### config.mk
export PLATFORM = sky130hd
export DESIGN_NAME = json_string_unescaper_core
export DESIGN_NICKNAME = d
export VERILOG_FILES = /design/src/rtl/core/jsu_pkg.sv /design/src/rtl/core/jsu_step.sv /design/src/rtl/core/jsu_out_reg.sv /design/src/rtl/core/json_string_unescaper_core.sv
export SDC_FILE = /design/constraint.sdc
export NUM_CORES = 1
export LEC_CHECK = 0
export BUFFER_PORTS_ARGS = -buffer_cell sky130_fd_sc_hd__buf_2
export CORE_UTILIZATION = 53
export CTS_CLUSTER_DIAMETER = 200
export CTS_CLUSTER_SIZE = 20
export DETAILED_ROUTE_END_ITERATION = 8
export GPL_TIMING_DRIVEN = 0
export PLACE_DENSITY = 0.87
export SYNTH_ARGS = -nofsm -noshare
export SYNTH_HDL_FRONTEND = slang
export SYNTH_SLANG_ARGS = --single-unit
### constraint.sdc
create_clock -name clk -period 3.95 [get_ports clk]
set_input_delay 0.9875 -clock clk [delete_from_list [all_inputs] [get_ports clk]]
set_output_delay 0.9875 -clock clk [all_outputs]
set_load 0.05 [all_outputs]
### src/rtl/core/jsu_pkg.sv
`timescale 1ns / 1ps
// Shared types and constants for the JSON string unescaper.
// No dependencies; imported by the step logic, output register, top level and checker.
package jsu_pkg;

	typedef enum logic [2:0] {
		PH_IDLE = 3'd0,
		PH_STR  = 3'd1,
		PH_ESC  = 3'd2,
		PH_HEX1 = 3'd3,
		PH_HEX2 = 3'd4,
		PH_HEX3 = 3'd5,
		PH_HEX4 = 3'd6
	} phase_t;

	typedef enum logic [1:0] {
		ST_CHAR = 2'd0,
		ST_DONE = 2'd1,
		ST_ERR  = 2'd2
	} status_t;

	localparam logic [7:0]  REPL_RESET = 8'h3F;
	localparam logic [7:0]  CH_QUOTE   = 8'h22;
	localparam logic [7:0]  CH_BSLASH  = 8'h5C;
	localparam logic [7:0]  CH_SLASH   = 8'h2F;
	localparam logic [7:0]  CH_CTRL_LT = 8'h20;
	localparam logic [15:0] ASCII_MAX  = 16'h007F;

	typedef struct packed {
		logic       has_res;
		logic [7:0] ch;
		status_t    st;
	} step_res_t;

endpackage

### src/rtl/core/jsu_step.sv
`timescale 1ns / 1ps
// Per-byte decode logic: next phase, next hex accumulator and the optional result.
// Purely combinational; depends on jsu_pkg.
module jsu_step import jsu_pkg::*; (
	input  phase_t      phase,
	input  logic [15:0] hex_accum,
	input  logic [7:0]  in_byte,
	input  logic        end_of_input,
	input  logic [7:0]  replacement_char,
	output phase_t      phase_nxt,
	output logic [15:0] hex_accum_nxt,
	output step_res_t   res
);

	// Bit 4 set means the byte is not a hex digit.
	function automatic logic [4:0] hex_value(input logic [7:0] b);
		logic [4:0] v;
		v = 5'h10;
		if (b inside {[8'h30:8'h39]}) begin
			v = {1'b0, 4'(b - 8'h30)};
		end else if (b inside {[8'h61:8'h66]}) begin
			v = {1'b0, 4'(b - 8'h57)};
		end else if (b inside {[8'h41:8'h46]}) begin
			v = {1'b0, 4'(b - 8'h37)};
		end
		return v;
	endfunction

	logic [4:0]  hv;
	logic [15:0] acc_shift;

	assign hv        = hex_value(in_byte);
	assign acc_shift = {hex_accum[11:0], hv[3:0]};

	always_comb begin
		phase_nxt     = phase;
		hex_accum_nxt = hex_accum;
		res           = '{has_res: 1'b0, ch: 8'h00, st: ST_CHAR};

		if (end_of_input && phase != PH_IDLE) begin
			phase_nxt     = PH_IDLE;
			hex_accum_nxt = '0;
			res           = '{has_res: 1'b1, ch: 8'h00, st: ST_ERR};
		end else begin
			case (phase)
				PH_IDLE: begin
					if (end_of_input || in_byte != CH_QUOTE) begin
						hex_accum_nxt = '0;
						res           = '{has_res: 1'b1, ch: 8'h00, st: ST_ERR};
					end else begin
						phase_nxt = PH_STR;
					end
				end
				PH_STR: begin
					if (in_byte == CH_QUOTE) begin
						phase_nxt = PH_IDLE;
						res       = '{has_res: 1'b1, ch: 8'h00, st: ST_DONE};
					end else if (in_byte == CH_BSLASH) begin
						phase_nxt = PH_ESC;
					end else if (in_byte < CH_CTRL_LT) begin
						phase_nxt     = PH_IDLE;
						hex_accum_nxt = '0;
						res           = '{has_res: 1'b1, ch: 8'h00, st: ST_ERR};
					end else begin
						res = '{has_res: 1'b1, ch: in_byte, st: ST_CHAR};
					end
				end
				PH_ESC: begin
					phase_nxt = PH_STR;
					case (in_byte)
						CH_QUOTE, CH_BSLASH, CH_SLASH:
							res = '{has_res: 1'b1, ch: in_byte, st: ST_CHAR};
						8'h62: res = '{has_res: 1'b1, ch: 8'h08, st: ST_CHAR};
						8'h66: res = '{has_res: 1'b1, ch: 8'h0C, st: ST_CHAR};
						8'h6E: res = '{has_res: 1'b1, ch: 8'h0A, st: ST_CHAR};
						8'h72: res = '{has_res: 1'b1, ch: 8'h0D, st: ST_CHAR};
						8'h74: res = '{has_res: 1'b1, ch: 8'h09, st: ST_CHAR};
						8'h75: begin
							phase_nxt     = PH_HEX1;
							hex_accum_nxt = '0;
						end
						default: begin
							phase_nxt     = PH_IDLE;
							hex_accum_nxt = '0;
							res           = '{has_res: 1'b1, ch: 8'h00, st: ST_ERR};
						end
					endcase
				end
				PH_HEX1, PH_HEX2, PH_HEX3, PH_HEX4: begin
					if (hv[4]) begin
						phase_nxt     = PH_IDLE;
						hex_accum_nxt = '0;
						res           = '{has_res: 1'b1, ch: 8'h00, st: ST_ERR};
					end else begin
						hex_accum_nxt = acc_shift;
						if (phase == PH_HEX4) begin
							phase_nxt = PH_STR;
							// Codes outside the ASCII range collapse to one configured byte.
							if (acc_shift <= ASCII_MAX) begin
								res = '{has_res: 1'b1, ch: acc_shift[7:0], st: ST_CHAR};
							end else begin
								res = '{has_res: 1'b1, ch: replacement_char, st: ST_CHAR};
							end
						end else begin
							phase_nxt = phase_t'(phase + 3'd1);
						end
					end
				end
				default: begin
					phase_nxt     = PH_IDLE;
					hex_accum_nxt = '0;
					res           = '{has_res: 1'b1, ch: 8'h00, st: ST_ERR};
				end
			endcase
		end
	end

endmodule

### src/rtl/core/jsu_out_reg.sv
`timescale 1ns / 1ps
// Result register with valid/stall handshake toward the consumer.
// Depends on jsu_pkg for the result type.
module jsu_out_reg import jsu_pkg::*; (
	input  logic      clk,
	input  logic      arst_n,
	input  logic      load,
	input  step_res_t res,
	input  logic      rsp_stall,
	output logic      rsp_valid,
	output logic      free,
	output logic [7:0] out_char,
	output logic [1:0] status
);

	logic       valid_q;
	logic [7:0] char_q;
	status_t    status_q;

	// The slot can take a new result when empty or when its contents leave this cycle.
	assign free = !valid_q || !rsp_stall;

	always_ff @(posedge clk or negedge arst_n) begin
		if (!arst_n) begin
			valid_q <= 1'b0;
		end else begin
			valid_q <= load || (valid_q && rsp_stall);
		end
	end

	always_ff @(posedge clk) begin
		if (load) begin
			char_q   <= res.ch;
			status_q <= res.st;
		end
	end

	assign rsp_valid = valid_q;
	assign out_char  = char_q;
	assign status    = status_q;

endmodule

### src/rtl/core/json_string_unescaper_core.sv
`timescale 1ns / 1ps
// JSON string unescaper top level: input register, decode step, result register.
// Depends on jsu_pkg, jsu_step and jsu_out_reg.
// Each accepted byte is held in the input register, decoded, and its result is presented from the result register.
// Throughput: one request per cycle, except while a result waits on a stalled consumer (req_stall).
// Reset (arst_n low, asynchronous): idle awaiting an opening quote, replacement byte 0x3F.
module json_string_unescaper_core import jsu_pkg::*; (
	input  logic       clk,
	input  logic       arst_n,
	input  logic       req_valid,
	output logic       req_stall,
	input  logic [7:0] in_byte,
	input  logic       end_of_input,
	output logic       rsp_valid,
	input  logic       rsp_stall,
	output logic [7:0] out_char,
	output logic [1:0] status,
	input  logic       cfg_we,
	input  logic [7:0] cfg_wdata
);

	logic        valid_s1;
	logic [7:0]  byte_s1;
	logic        eoi_s1;
	phase_t      phase_q;
	logic [15:0] accum_q;
	logic [7:0]  repl_q;

	phase_t      phase_nxt;
	logic [15:0] accum_nxt;
	step_res_t   res;
	logic        out_free;
	logic        adv;
	logic        accept;

	jsu_step u_step (
		.phase            (phase_q),
		.hex_accum        (accum_q),
		.in_byte          (byte_s1),
		.end_of_input     (eoi_s1),
		.replacement_char (repl_q),
		.phase_nxt        (phase_nxt),
		.hex_accum_nxt    (accum_nxt),
		.res              (res)
	);

	// A byte that yields no result always moves on; one with a result needs a free slot.
	assign adv       = valid_s1 && (!res.has_res || out_free);
	assign req_stall = valid_s1 && !adv;
	assign accept    = req_valid && !req_stall;

	jsu_out_reg u_out (
		.clk       (clk),
		.arst_n    (arst_n),
		.load      (adv && res.has_res),
		.res       (res),
		.rsp_stall (rsp_stall),
		.rsp_valid (rsp_valid),
		.free      (out_free),
		.out_char  (out_char),
		.status    (status)
	);

	always_ff @(posedge clk or negedge arst_n) begin
		if (!arst_n) begin
			valid_s1 <= 1'b0;
			phase_q  <= PH_IDLE;
			accum_q  <= '0;
			repl_q   <= REPL_RESET;
		end else begin
			valid_s1 <= accept || (valid_s1 && !adv);
			if (adv) begin
				phase_q <= phase_nxt;
				accum_q <= accum_nxt;
			end
			if (cfg_we) begin
				repl_q <= cfg_wdata;
			end
		end
	end

	always_ff @(posedge clk) begin
		if (accept) begin
			byte_s1 <= in_byte;
			eoi_s1  <= end_of_input;
		end
	end

endmodule

Yosys cells after proc, flatten, opt, wreduce, memory -nomap -nowiden
Index checks and enable logic that the tools add are counted.
- add/sub/neg operators: 4
- magnitude comparators: 8
- eq/ne operators: 23
- muxes and demuxes: 30
- reduce and logical (&&, ||, !) cells: 26
- operator list (kind ; count):
    $mux 12 ; 7
    $pmux 11 s7 ; 1
    $mux 11 ; 6
    $eq 8x7->1 const B ; 7
    $pmux 12 s4 ; 1
    $pmux 11 s4 ; 1
    $mux 3 ; 7
    $mux 10 ; 2
    $eq 8x6->1 const B ; 2
    $ge 8x7->1 const B ; 2
    $le 16x7->1 const B ; 1
    $le 8x7->1 const B ; 2
    $mux 5 ; 3
    $ne 3x2->1 const B ; 4
    $pmux 3 s4 ; 1
    $eq 3x3->1 const B ; 3
    $logic_and 1x1->1 ; 9
    $ge 8x6->1 const B ; 1
    $le 8x6->1 const B ; 1
    $lt 8x6->1 const B ; 1
    $ne 8x6->1 const B ; 1
    $reduce_or 8->1 ; 1
    $sub 4x3->4 const B ; 2
    $eq 3x2->1 const B ; 2
    14 further kinds ; 23
- bits in registers: 44
- input bits: 22
- output and inout bits: 12
- word-level logic and storage cells: 100

Longest topological paths before layout
- word-level depth: 19
- depth in mapped cells: 10
- depth with buffers taken out: 8

Cells and area by module
From an unflattened synthesis, not the netlist that was laid out.
- cells, all modules: 296
- area total of the unflattened synthesis: 3079.2 sq um
- by module, submodules not included (module ; instances ; cells each ; area an instance (sq um)):
    json_string_unescaper_core ; 1 ; 74 ; 1397.6
    jsu_step ; 1 ; 209 ; 1345.0
    jsu_out_reg ; 1 ; 13 ; 336.6

Worst setup path before layout
OpenSTA, ideal clock, no wires.
- kind: register -> output
- start: register byte_s1[0]
- end: output port req_stall
- data arrival time: 2.324 ns
- path slack: 0.639 ns
- cell stages (with the launch flop): 8
- path buffers: 0
- cell sequence: edfxtp_1 -> inv_1 -> ha_1 -> and3_1 -> a311o_1 -> a211oi_1 -> o41ai_1 -> nor2_1
- word-level cells in the longest chain between the ends: 13
- RTL lines (item ; line ; RTL):
    start: declaration ; json_string_unescaper_core.sv:23 ; logic [7:0] byte_s1;
    start signal: assignment ; json_string_unescaper_core.sv:84 ; byte_s1 <= in_byte;
    $ge 8x7->1 or $le 8x7->1 (tied branches) ; jsu_step.sv:23 ; end else if (b inside {[8'h41:8'h46]}) begin
    $logic_and 1x1->1 ; jsu_step.sv:23 ;
    $mux 5 ; jsu_step.sv:23 ;
    $mux 5 ; jsu_step.sv:21 ; end else if (b inside {[8'h61:8'h66]}) begin
    $mux 5 ; jsu_step.sv:19 ; if (b inside {[8'h30:8'h39]}) begin
    $mux 11 ; jsu_step.sv:90 ; if (hv[4]) begin
    $pmux 11 s4 * ; jsu_step.sv:45 ; case (phase)
    $mux 11 * ; jsu_step.sv:40 ; if (end_of_input && phase != PH_IDLE) begin
    $logic_not 1->1 * ; json_string_unescaper_core.sv:48 ; assign adv = valid_s1 && (!res.has_res || out_free);
    $logic_or 1x1->1 * ; json_string_unescaper_core.sv:48 ;
    $logic_and 1x1->1 * ; json_string_unescaper_core.sv:48 ;
    $logic_not 1->1 * ; json_string_unescaper_core.sv:49 ; assign req_stall = valid_s1 && !adv;
    $logic_and 1x1->1 * ; json_string_unescaper_core.sv:49 ;
    end: declaration ; json_string_unescaper_core.sv:11 ; output logic req_stall,
Every way passes the cells marked *; elsewhere a longest branch is shown, timed or not.

Worst setup path in the final report
- start: register byte_s1[1]
- end: output port req_stall
The elaborated chain is that of the path after synthesis.

==> impl_metrics.tcl <==
set metrics [dict create \
    sequentialPowerShare_pct 50.0 \
    dieWidth_um 70.01 \
    holdBufCountCts 0 \
    fmax_ghz 0.2712 \
    syn_nets 255 \
    drive_gt1_share_pct 26.67 \
    final_util_pct 63.72 \
    yosys-top-cells-count "nor2_1 (20), dfrtp_1 (19), edfxtp_1 (19)" \
    cp-end-kind "primary output" \
    period_share_pct 93.36 \
    tightest_slew_ns 1.028 \
    dr.first_iter.drc_count 212 \
    die_h_um 70.01 \
    post-route-min-period_ns 3.688 \
    slowest_delay_ns 0.52 \
    synth-simple-area-share_pct 18.27 \
    synth_area_per_cell_um2 10.75 \
    finalSetupViolCount 0 \
    cp-start-kind "flip-flop" \
    gp_congestion 0.9254 \
    yosysWarnings 0 \
    tns_ns 0 \
    initial_core_util_pct 55.53 \
    vias 2057 \
    grt_antenna_before_repair 0 \
    rsz0062_at_grt "false" \
    coreArea_um2 4414 \
    dr.pass1.iters 4 \
    required_ns 2.96 \
    crit_path_start "byte_s1[1]$_DFFE_PP_" \
    num_antenna_cells 0 \
    synth_top_area_cell "edfxtp_1" \
    h-tree-depth 2 \
    synth_edf_count 19 \
    r2r-start "byte_s1[1]$_DFFE_PP_" \
    power_density_nw_per_um2 385.5 \
    placed_cells 312 \
    switching_share_pct 30.70 \
    synth-compound-area-share_pct 19.65 \
    p_sw_uw 332.9 \
    combPwrFrac_pct 19.5 \
    synthAdderAreaFrac_pct 2.552 \
    worstHoldStart "accum_q[10]$_DFFE_PN0P_" \
    route.detailed.drc 0 \
    leakage_nw 1.107 \
    pin_count 34 \
    synth_top_area_share_pct 23.28 \
    grt_pass1_vias 1944 \
    synth-seq-area-share_pct 49.11 \
    hold_class "reg2reg" \
    hold_violations 0 \
    syn2layout_area_growth_pct 14.75 \
    maxCapViolations 0 \
    synth_top_family_by_area "compound AO/OA/AOI/OAI gates" \
    routed_via_density 6.388 \
    antenna_left 0 \
    portBuffers 32 \
    numCtsBuffers 5 \
    grt_pass1_wl_um 9287 \
    netlist-cell-type-count 53 \
    async_flop_share_pct 56.82 \
    clk_pin_slew_ns 0.09 \
    skew_ns 0.009526 \
    nNetsFinal 296 \
    die_area_um2 4901 \
    final_cells 322 \
    clkPwrFrac_pct 30.5 \
    synth-seq-cells 44 \
    synthMuxAreaShare_pct 6.432 \
    synth_area_leaders "edfxtp_1 (23%), dfrtp_1 (19%), dfstp_2 (6.4%), mux2_2 (6.4%), a22o_1 (3.9%)" \
    synth_xor_area_share_pct 1.072 \
    grt.total_usage_pct 24.15 \
    synthCells 228 \
    num_rows 24 \
    grt_max_degree 26 \
    outcome "finished, final reports clean" \
    yosysMostFrequentCell "nor2_1" \
    relSlewSlack_pct 31.50 \
    path_cells "inv_1 > ha_1 > o21bai_1 > a2111oi_4 > a211oi_1 > o41ai_2 > nor2_1 > buf_2" \
    grt-ovfl-total 0 \
    cp_max_fo 7 \
    cp_num_buf_inv 2 \
    insertion_delay_ns 0.31 \
    wirelength_um 5712 \
    tritoncts "yes" \
    synth_ff_type "edfxtp_1" \
    hpwl_um 4181 \
    arrival_ns 2.70 \
    cts.root.buffer_cell "clkbuf_8" \
    wl_per_cell_um 17.74 \
    cts_buffer_depth 2 \
    netlist_area_um2 2451 \
    critPathKind "reg2out" \
    p_int_uw 751.3 \
    slew_viol_final 0 \
    peakVddDrop_v 0.0003308 \
    cpLargestDelayFamily "compound AO/OA/AOI/OAI gates" \
    worst_path_max_delay_cell "edfxtp_1" \
    clock_sinks 44 \
]
routing by layer:
| layer | GRT usage [%] | vias to the layer above | routed length (µm) |
|---|---|---|---|
| met5 | 0 | - | 0 |
| met4 | 9.778 | 0 | 167 |
| met3 | 4.618 | 23 | 415 |
| met2 | 39.00 | 108 | 2627 |
| met1 | 32.03 | 969 | 2500 |
| li1 | - | 957 | - |
path summary, 6_finish.rpt:
| path | to | slack, ns | depth (start not counted) |
|---|---|---|---|
| min reg2reg | accum_q[10]$_DFFE_PN0P_ | 0.53 | 1 |
| max in group asynchronous | phase_q[0]$_DFFE_PN0P_ | 2.90 | 1 |
| min | accum_q[10]$_DFFE_PN0P_ | 0.53 | 1 |
| max | req_stall | 0.26 | 8 |
| min in group asynchronous | repl_q[6]$_DFFE_PN0P_ | 0.66 | 1 |
| max reg2reg | accum_q[6]$_DFFE_PN0P_ | 0.84 | 9 |
layout by cell type, fill, tap and decap left out, drive strengths merged, types with 4 or more instances in the layout:
| cell type | Yosys | routed |
|---|---|---|
| dfrtp | 19 | 19 |
| nand2 | 11 | 11 |
| clkbuf | 7 | 13 |
| a21oi | 11 | 11 |
| inv | 5 | 7 |
| o21ai | 8 | 8 |
| mux2 | 14 | 14 |
| nand3 | 7 | 7 |
| buf | 4 | 38 |
| edfxtp | 19 | 19 |
| nand2b | 11 | 11 |
| ha | 5 | 5 |
| o22ai | 4 | 4 |
| dfstp | 6 | 6 |
| a22o | 11 | 11 |
| nor2 | 20 | 20 |
| nor3 | 7 | 7 |
power by group through the flow:
stage	Sequential [mW]	Combinational [mW]	Clock, mW
2_1_floorplan	0.589	0.106	0
3_3_place_gp	0.548	0.201	0
3_5_place_dp	0.550	0.207	0
4_1_cts	0.541	0.209	0.333
5_1_grt	0.547	0.228	0.348
6_report	0.542	0.212	0.330
state kept, by name (all words and copies together), names as in the netlist:
signal,flops
u_out.status,2
byte_s1,8
u_out.rsp_valid,1
accum_q,12
phase_q,3
repl_q,8
eoi_s1,1
u_out.out_char,8
valid_s1,1
per-stage QoR:
stage / area (µm²) / setup slack, ns / total power, mW / hold slack [ns]
global placement: 2676 / 0.2931 / 0.7490 / 0.4906
CTS: 2793 / 0.02157 / 1.083 / 0.5233
floorplan: 2451 / 0.6390 / 0.6956 / 0.4737
finish: 2813 / 0.2622 / 1.084 / 0.5268
detailed placement: 2676 / 0.2209 / 0.7571 / 0.5048
global route: 2813 / 0.03449 / 1.123 / 0.5462
repair_timing:
action                                  in CTS  in global routing
pin swaps                                    0                  1
endpoints found under the setup margin       1                  1
setup buffers                                0                  2
gates resized for setup                      1                  1
kinds of logic (layout without fill, tap and decap cells):
logic type	after synthesis	in the layout
fa+ha+maj	5	5
flops	44	44
compound gates	63	63
xor+xnor	3	3
mux	14	14
simple gates	82	82
buf+inv	17	59
final cells by class:
type / instances / area (µm²)
Fill cell: 366 / 1602
Sequential cell: 44 / 1204
Multi-Input combinational cell: 167 / 1189
Timing Repair Buffer: 34 / 175.2
Clock buffer: 6 / 93.84
Tap cell: 52 / 65.06
Buffer: 11 / 48.80
Inverter: 6 / 22.52
Clock inverter: 2 / 15.01
Power figures use the tool's default switching activity.
